$ cat src/rtl/rrt_tree_extend_step_defines.svh
// Assertion macros shared by the tree extension engine.
// Needs a clk and an active-low rst_n in the scope where a macro is used.
`ifndef RRT_TREE_EXTEND_STEP_DEFINES_SVH
`define RRT_TREE_EXTEND_STEP_DEFINES_SVH

// Consequent must hold in the same cycle as the antecedent.
`define RRT_ASSERT_SAME(label, ante, cons, msg) \
    label: assert property (@(posedge clk) disable iff (!rst_n) (ante) |-> (cons)) \
        else $error(msg);

// Consequent must hold in the cycle after the antecedent.
`define RRT_ASSERT_NEXT(label, ante, cons, msg) \
    label: assert property (@(posedge clk) disable iff (!rst_n) (ante) |=> (cons)) \
        else $error(msg);

`endif

$ cat src/rtl/rrt_pkg.sv
// Shared types, codes and sizes of the tree extension engine.
// No dependencies; the datapath, controller and top module import this package.
package rrt_pkg;

    // Store sizes.
    localparam int MAX_NODES = 1024;
    localparam int NODE_AW   = $clog2(MAX_NODES);
    localparam int CNT_W     = NODE_AW + 1;
    localparam int GRID_SIZE = 128;
    localparam int GRID_AW   = $clog2(GRID_SIZE);
    localparam int MAP_DEPTH = GRID_SIZE * GRID_SIZE;
    localparam int MAP_AW    = 2 * GRID_AW;
    localparam logic [GRID_AW:0] GRID_LIM = (GRID_AW + 1)'(GRID_SIZE);

    // Coordinate and arithmetic widths.
    localparam int COORD_W    = 15;
    localparam int POS_W      = 2 * COORD_W;
    localparam int DIST2_W    = 2 * COORD_W + 1;
    localparam int SQRT_STEPS = (DIST2_W + 1) / 2;
    localparam int NUM_W      = COORD_W + 7;
    localparam int DIV_STEPS  = NUM_W;
    localparam int CFG_W      = 15;
    localparam int CFG_IDX_W  = 2;

    // Actions.
    localparam logic [1:0] ACT_WRITE   = 2'd0;
    localparam logic [1:0] ACT_EXTEND  = 2'd1;
    localparam logic [1:0] ACT_READ    = 2'd2;
    localparam logic [1:0] ACT_RESTART = 2'd3;

    // Result status codes.
    localparam logic [2:0] STS_ADDED   = 3'd0;
    localparam logic [2:0] STS_BLOCKED = 3'd1;
    localparam logic [2:0] STS_FULL    = 3'd2;
    localparam logic [2:0] STS_NOTREE  = 3'd3;
    localparam logic [2:0] STS_ACK     = 3'd4;
    localparam logic [2:0] STS_NODE    = 3'd5;

    // Configuration register indexes.
    localparam logic [CFG_IDX_W-1:0] REG_START_X   = 2'd0;
    localparam logic [CFG_IDX_W-1:0] REG_START_Y   = 2'd1;
    localparam logic [CFG_IDX_W-1:0] REG_STEP_SIZE = 2'd2;
    localparam logic [CFG_IDX_W-1:0] REG_MAP_LIMIT = 2'd3;

    typedef struct packed {
        logic [1:0]         action;
        logic [6:0]         cell_x;
        logic [6:0]         cell_y;
        logic               cell_blocked;
        logic [COORD_W-1:0] sample_x;
        logic [COORD_W-1:0] sample_y;
        logic [9:0]         node_index;
    } in_item_t;

    typedef struct packed {
        logic [2:0]         status;
        logic [9:0]         result_index;
        logic [9:0]         parent_index;
        logic [COORD_W-1:0] point_x;
        logic [COORD_W-1:0] point_y;
        logic               is_root;
    } out_item_t;

    typedef enum logic [2:0] {
        RES_ACK,
        RES_NODE,
        RES_ADDED,
        RES_BLOCKED,
        RES_FULL,
        RES_NOTREE
    } res_sel_t;

    // Commands from the controller to the datapath.
    typedef struct packed {
        logic     cap;
        logic     cell_wr;
        logic     root_wr;
        logic     rd_issue;
        logic     rd_capture;
        logic     scan_start;
        logic     scan_run;
        logic     sqrt_start;
        logic     sqrt_step;
        logic     div_load;
        logic     div_axis;
        logic     div_step;
        logic     div_save;
        logic     walk_init;
        logic     walk_step;
        logic     chk_eval;
        logic     map_step;
        logic     append;
        logic     res_load;
        res_sel_t res_sel;
    } ctrl_cmd_t;

    // Status from the datapath to the controller.
    typedef struct packed {
        logic [1:0] action;
        logic       clr_done;
        logic       count_zero;
        logic       count_full;
        logic       best_zero;
        logic       scan_done;
        logic       sqrt_done;
        logic       div_done;
        logic       chk_bad;
        logic       map_done;
        logic       map_hit;
        logic       k_last;
        logic       out_free;
    } dp_stat_t;

endpackage

$ cat src/rtl/rrt_ctrl.sv
// Controller state machine of the tree extension engine.
// Depends on rrt_pkg; drives the datapath through ctrl_cmd_t.
module rrt_ctrl
    import rrt_pkg::*;
(
    input  logic      clk,
    input  logic      rst_n,
    input  logic      in_valid,
    output logic      in_stall,
    input  dp_stat_t  stat,
    output ctrl_cmd_t cmd
);

    typedef enum logic [11:0] {
        ST_CLEAR    = 12'b0000_0000_0001,
        ST_IDLE     = 12'b0000_0000_0010,
        ST_DISPATCH = 12'b0000_0000_0100,
        ST_RD_WAIT  = 12'b0000_0000_1000,
        ST_SCAN     = 12'b0000_0001_0000,
        ST_SQRT     = 12'b0000_0010_0000,
        ST_DIV_X    = 12'b0000_0100_0000,
        ST_DIV_Y    = 12'b0000_1000_0000,
        ST_WALK_CHK = 12'b0001_0000_0000,
        ST_WALK_MAP = 12'b0010_0000_0000,
        ST_APPEND   = 12'b0100_0000_0000,
        ST_FINISH   = 12'b1000_0000_0000
    } state_t;

    state_t   state_reg, state_next;
    res_sel_t res_sel_reg, res_sel_next;

    assign in_stall = (state_reg != ST_IDLE);

    // Next state and commands.
    always_comb
    begin
        cmd          = '0;
        state_next   = state_reg;
        res_sel_next = res_sel_reg;
        unique case (state_reg)
            ST_CLEAR:
            begin
                if (stat.clr_done)
                begin
                    state_next = ST_IDLE;
                end
            end
            ST_IDLE:
            begin
                if (in_valid)
                begin
                    cmd.cap    = 1'b1;
                    state_next = ST_DISPATCH;
                end
            end
            ST_DISPATCH:
            begin
                unique case (stat.action)
                    ACT_WRITE:
                    begin
                        cmd.cell_wr  = 1'b1;
                        res_sel_next = RES_ACK;
                        state_next   = ST_FINISH;
                    end
                    ACT_RESTART:
                    begin
                        cmd.root_wr  = 1'b1;
                        res_sel_next = RES_ACK;
                        state_next   = ST_FINISH;
                    end
                    ACT_READ:
                    begin
                        cmd.rd_issue = 1'b1;
                        state_next   = ST_RD_WAIT;
                    end
                    default:
                    begin
                        priority if (stat.count_zero)
                        begin
                            res_sel_next = RES_NOTREE;
                            state_next   = ST_FINISH;
                        end
                        else if (stat.count_full)
                        begin
                            res_sel_next = RES_FULL;
                            state_next   = ST_FINISH;
                        end
                        else
                        begin
                            cmd.scan_start = 1'b1;
                            state_next     = ST_SCAN;
                        end
                    end
                endcase
            end
            ST_RD_WAIT:
            begin
                cmd.rd_capture = 1'b1;
                res_sel_next   = RES_NODE;
                state_next     = ST_FINISH;
            end
            ST_SCAN:
            begin
                cmd.scan_run = 1'b1;
                if (stat.scan_done)
                begin
                    if (stat.best_zero)
                    begin
                        res_sel_next = RES_BLOCKED;
                        state_next   = ST_FINISH;
                    end
                    else
                    begin
                        cmd.sqrt_start = 1'b1;
                        state_next     = ST_SQRT;
                    end
                end
            end
            ST_SQRT:
            begin
                if (!stat.sqrt_done)
                begin
                    cmd.sqrt_step = 1'b1;
                end
                else
                begin
                    cmd.div_load = 1'b1;
                    cmd.div_axis = 1'b0;
                    state_next   = ST_DIV_X;
                end
            end
            ST_DIV_X:
            begin
                if (!stat.div_done)
                begin
                    cmd.div_step = 1'b1;
                end
                else
                begin
                    cmd.div_save = 1'b1;
                    cmd.div_load = 1'b1;
                    cmd.div_axis = 1'b1;
                    state_next   = ST_DIV_Y;
                end
            end
            ST_DIV_Y:
            begin
                if (!stat.div_done)
                begin
                    cmd.div_step = 1'b1;
                end
                else
                begin
                    cmd.div_save  = 1'b1;
                    cmd.walk_init = 1'b1;
                    state_next    = ST_WALK_CHK;
                end
            end
            ST_WALK_CHK:
            begin
                cmd.chk_eval = 1'b1;
                if (stat.chk_bad)
                begin
                    res_sel_next = RES_BLOCKED;
                    state_next   = ST_FINISH;
                end
                else
                begin
                    state_next = ST_WALK_MAP;
                end
            end
            ST_WALK_MAP:
            begin
                cmd.map_step = 1'b1;
                if (stat.map_done)
                begin
                    priority if (stat.map_hit)
                    begin
                        res_sel_next = RES_BLOCKED;
                        state_next   = ST_FINISH;
                    end
                    else if (stat.k_last)
                    begin
                        state_next = ST_APPEND;
                    end
                    else
                    begin
                        cmd.walk_step = 1'b1;
                        state_next    = ST_WALK_CHK;
                    end
                end
            end
            ST_APPEND:
            begin
                cmd.append   = 1'b1;
                res_sel_next = RES_ADDED;
                state_next   = ST_FINISH;
            end
            ST_FINISH:
            begin
                if (stat.out_free)
                begin
                    cmd.res_load = 1'b1;
                    state_next   = ST_IDLE;
                end
            end
            default:
            begin
                state_next = ST_IDLE;
            end
        endcase
        cmd.res_sel = res_sel_reg;
    end

    // State registers.
    always_ff @(posedge clk or negedge rst_n)
    begin
        if (!rst_n)
        begin
            state_reg   <= ST_CLEAR;
            res_sel_reg <= RES_ACK;
        end
        else
        begin
            state_reg   <= state_next;
            res_sel_reg <= res_sel_next;
        end
    end

endmodule

$ cat config.mk
export PLATFORM = sky130hd
export DESIGN_NAME = rrt_ctrl
export DESIGN_NICKNAME = d
export VERILOG_FILES = /design/src/rtl/rrt_tree_extend_step_defines.svh /design/src/rtl/rrt_pkg.sv /design/src/rtl/rrt_ctrl.sv
export SDC_FILE = /design/constraint.sdc
export NUM_CORES = 1
export LEC_CHECK = 0
export ABC_AREA = 1
export BUFFER_PORTS_ARGS = -buffer_cell sky130_fd_sc_hd__buf_2
export CAP_MARGIN = 5
export CORE_ASPECT_RATIO = 1.75
export CORE_MARGIN = 2
export CORE_UTILIZATION = 50
export DETAILED_ROUTE_END_ITERATION = 8
export PLACE_DENSITY_LB_ADDON = 0.3
export SLEW_MARGIN = 40
export SYNTH_ARGS = -nofsm -noshare
export SYNTH_HDL_FRONTEND = slang
export SYNTH_SLANG_ARGS = --single-unit
$ cat constraint.sdc
create_clock -name clk -period 1.95 [get_ports clk]
set_input_delay 0.39 -clock clk [delete_from_list [all_inputs] [get_ports clk]]
set_output_delay 0.39 -clock clk [all_outputs]
set_load 0.02 [all_outputs]
Word-level counts from Yosys, hierarchy flattened --
Index checks and enable logic that the tools add are counted.
Word-level totals: register bits 15, output and inout bits 23, word-level logic and storage cells 94
Cells by class: equal/unequal tests 28, muxes and demuxes 57, reductions and logical operators 7
Operator list (count):
- $mux 12 | 13
- $pmux 12 s11 | 1
- $mux 1 | 26
- $mux 3 | 8
- $ne 2x2->1 const B | 12
- $pmux 12 s2 | 1
- $pmux 3 s6 | 1
- $reduce_and 8->1 | 2
- $eq 12x1->1 const B | 1
- $eq 12x10->1 const B | 1
- $eq 12x11->1 const B | 1
- $eq 12x12->1 const B | 1
- $eq 12x2->1 const B | 1
- $eq 12x3->1 const B | 1
- $eq 12x4->1 const B | 1
- $eq 12x5->1 const B | 1
- $eq 12x6->1 const B | 1
- $eq 12x7->1 const B | 1
- $eq 12x8->1 const B | 1
- $eq 12x9->1 const B | 1
- $ne 12x2->1 const B | 1
- $mux 11 | 1
- $pmux 2 s2 | 2
- $mux 2 | 3
- 7 further kinds | 9

Longest topological paths before layout --
depth in word-level cells 4, gate-level depth with buffers 10, gate-level depth less buffers 10

Worst setup path after synthesis --
Ideal clock, no wire load.
path type register to output, start reg state_reg[6], end out cmd[7] (netlist name), arrival time 1.347 ns, required time 1.560 ns, path slack 0.213 ns, stages on the path, launching flop included 8, buffers on the path 0, path through dfrtp_1 nor2_2 nand2_4 nor2_8 nand2_2 nor2_1 nand2_1 nor2_1
RTL lines:
- start, declared | line rrt_ctrl.sv:29 | state_t state_reg, state_next;
- start signal, assigned | line rrt_ctrl.sv:225 | state_reg <= state_next;
- end, declared | line rrt_ctrl.sv:11 | output ctrl_cmd_t cmd

==> qor.csv <==
stage,metric,value,unit
logic_synthesis,number of different library cells in the post-synthesis netlist,23,
cells_and_area,Largest register FFs,12,
critical_path,stage delay of the slowest cell on the critical path,450,ps
cts,TritonCTS buffer count,3,
logic_synthesis,Avg Synthesized Cell Area,6.44,µm²
routing,1st-pass router iterations,4,
timing,time the worst path needs with I/O delays and setup,1950,ps
logic_synthesis,portion of synthesized cell area occupied by the leading cell type,23.7,%
logic_synthesis,commonest cells in the synthesized netlist,"nand2_1, inv_1, nor2_1",
logic_synthesis,Yosys top cell by area,dfrtp_1,
global_routing,number of antenna violations at the first check in global routing,0,
die,vertical die dimension,76.0,µm
logic_synthesis,cell count after synthesis,230,
logic_synthesis,most numerous cell in the Yosys netlist,nand2_1,
global_routing,Total GRT Usage,25.5,%
die,placeable core area,2860,µm²
critical_path,critical path type,flip-flop to output pin,
routing,post-DR wirelength/cell,12.7,µm
cts,H-Tree Level Count,1,
cells_and_area,multi-input gate area in the final layout,1020,µm²
global_routing,first-pass GRT wire length,6.79,mm
cells_and_area,net count reported at finish,312,
timing,Peak Freq,513,MHz
timing,RSZ-0062 raised after global routing,yes,
timing,worst slew margin relative to its limit,75.9,%
routing,post-detailed-routing wire length,4.05,mm
cts,buffer depth of the longest clock path,2,
global_routing,number of global-route vias before repair,1670,
logic_synthesis,total number of yosys warnings,0,
cells_and_area,flip-flop and latch area,378,µm²
logic_synthesis,proportion of synthesized chip area in sequential cells,25.4,%
logic_synthesis,main flop type after synthesis,dfrtp_1,
power_and_ir_drop,Tot Pwr,0.00171,W
die,IO Count,40,
logic_synthesis,number of flip-flops and latches in the synthesized netlist,15,
logic_synthesis,dominant cells by area after synthesis,"dfrtp_1, nand2_1, inv_1",
critical_path,cell with the largest stage delay on the worst path,dfrtp_2,
power_and_ir_drop,Worst IR Drop VDD,525,µV
power_and_ir_drop,leakage power,1.27,nW
placed_design,HPWL Detailed,3.09,mm
routing,remaining number of nets flagged by the antenna check after routing,0,
cells_and_area,number of fillers in the final layout,224,
status,status,finished clean,
cells_and_area,share of final-layout standard cells stronger than drive strength 1,39.7,%
timing,total negative slack for setup checks,0,ps
routing,total via count after detailed routing,1640,
timing,worst setup slack after layout,0.186,ps
cts,clock-pin slew on the worst setup and hold paths,60,ps
placed_design,# placed instances,298,
timing,Clock Skew,3.86,ps
placed_design,Final GP Congestion,0.947,
cts,worst-skew pair later-pin latency,250,ps
cts,Num Clock Sinks,15,
cts,clock root buffer,clkbuf_8,
critical_path,crit-path max FO,6,
logic_synthesis,number of synthesized flops with an enable pin,0,
critical_path,ordered list of cells on the worst path,nor2_4 > nand2_4 > nor2_4 > nand2_4 > nor2_2 > buf_4,
run,max_cap viols,0,
critical_path,crit end category,output pin,
die,initial standard-cell utilization of the core,51.7,%
logic_synthesis,post-synth net total,251,
timing,number of max-slew violations in the final report,0,
timing,final hold viol count,0,
cells_and_area,synthesis-to-finish area growth,38.5,%
die,total number of placement rows,26,
global_routing,maximum number of pins on one net before global-route repair,16,
routing,total DRC errors in the routed layout,0,
logic_synthesis,asr flop ratio synth,100,%
die,die extent in x,45.1,µm
critical_path,critical path required time,1560,ps
critical_path,worst endpoint data arrival time,1560,ps
cells_and_area,number of non-filler instances in the completed layout,318,
timing,Final Cycle Share,100,%
die,Die Outline Area,3430,µm²
global_routing,final global-route overflow total,0,
routing,drt via density,5.16,
timing,worst hold slack across all endpoints,37.6,ps
placed_design,Buffers on Ports,39,
critical_path,kind of start point of the critical path,flip-flop,
logic_synthesis,combined area of all synthesized cells,1480,µm²
worst_hold_path,type of the worst min-delay path,input port to async pin,
placed_design,worst slack at placement,102,ps
power_and_ir_drop,Power Dens Cells,834,nW/µm²
cells_and_area,antenna diode count,0,
routing,number of DRC violations after detailed-routing iteration 0,41,
timing,slew at the pin closest to its max-slew limit,361,ps
cts,clock tree from TritonCTS,done,
timing,total setup violations reported at the end of the flow,0,
==> final timing paths <==
path | start | end | slack (ps) | cells after the start
max | state_reg[7]$_DFFE_PN0P_ | cmd[16] | 0.2 | 6
min | rst_n | state_reg[5]$_DFFE_PN0P_ | 40 | 1
max reg2reg | state_reg[0]$_DFFE_PN1P_ | state_reg[7]$_DFFE_PN0P_ | 220 | 10
min reg2reg | res_sel_reg[0]$_DFFE_PN0P_ | res_sel_reg[0]$_DFFE_PN0P_ | 480 | 2
max in group asynchronous | rst_n | state_reg[0]$_DFFE_PN1P_ | 1610 | 1
min in group clk | stat[1] | state_reg[10]$_DFFE_PN0P_ | 370 | 3
==> cells in the final DEF, fill, tap and decap left out, types with 5 or more instances in the layout <==
cell type and instances:
nand4_1 8, buf_6 5, nor2_1 20, buf_4 25
nand2_2 6, nand2_1 50, buf_2 26, nand3_2 5
nand2_4 10, nor2_4 11, o21ai_0 5, nand3_1 17
nor2_2 11, inv_2 5, dfrtp_1 13, inv_1 49
==> power breakdown <==
group	total, W	internal, W	switching [W]	leakage (nW)
Sequential	0.000391	0.000355	0.0000360	0.198
Clock	0.000257	0.000145	0.000112	0.0228
Combinational	0.00106	0.000406	0.000656	1.05
Total	0.00171	0.000906	0.000804	1.27
==> critical path: cells and delay by family, from the launching register on <==
family                 cells  cell delay, ps
buffers and inverters      1             150
flip-flops                 1             450
AND/OR/NAND/NOR            5             700
==> layer usage <==
layer	vias to the layer above	global-route usage [%]	routed length (µm)
li1	824	-	-
met1	745	28.6	1450
met2	57	45.3	2300
met3	14	1.66	170
met4	0	12.4	132
met5	-	0	0
==> final cells by class <==
class	count	share of cell area, %
multi-input combinational	161	49.5
sequential	15	18.4
inverter	54	9.88
clock buffer	4	2.20
tap	28	1.71
timing repair buffer	56	18.2
==> repair_timing <==
item | in CTS | in global routing
pin swaps | 6 | 10
setup endpoints to repair | 9 | 16
gates resized for setup | 12 | 38
hold buffers | 0 | 0
setup buffers | 7 | 9
==> logic make-up (layout without fill, tap and decap cells) <==
logic type / count (synthesis) / count (layout) / share of synthesized area, %
flip-flops: 15 / 15 / 25.4
AND/OR/NAND/NOR: 147 / 147 / 53.7
adder cells (fa/ha/maj): 4 / 4 / 3.38
buffers and inverters: 54 / 114 / 13.7
AO/OA/AOI/OAI: 10 / 10 / 3.80
==> metrics by stage <==
step	instance area [µm²]	util, %
after floorplan	1480	-
after global placement	1720	60.0
after detailed placement	1720	60.0
after CTS	1850	64.7
after global routing	2050	71.6
final	2050	71.6
Power figures use the tool's default switching activity.
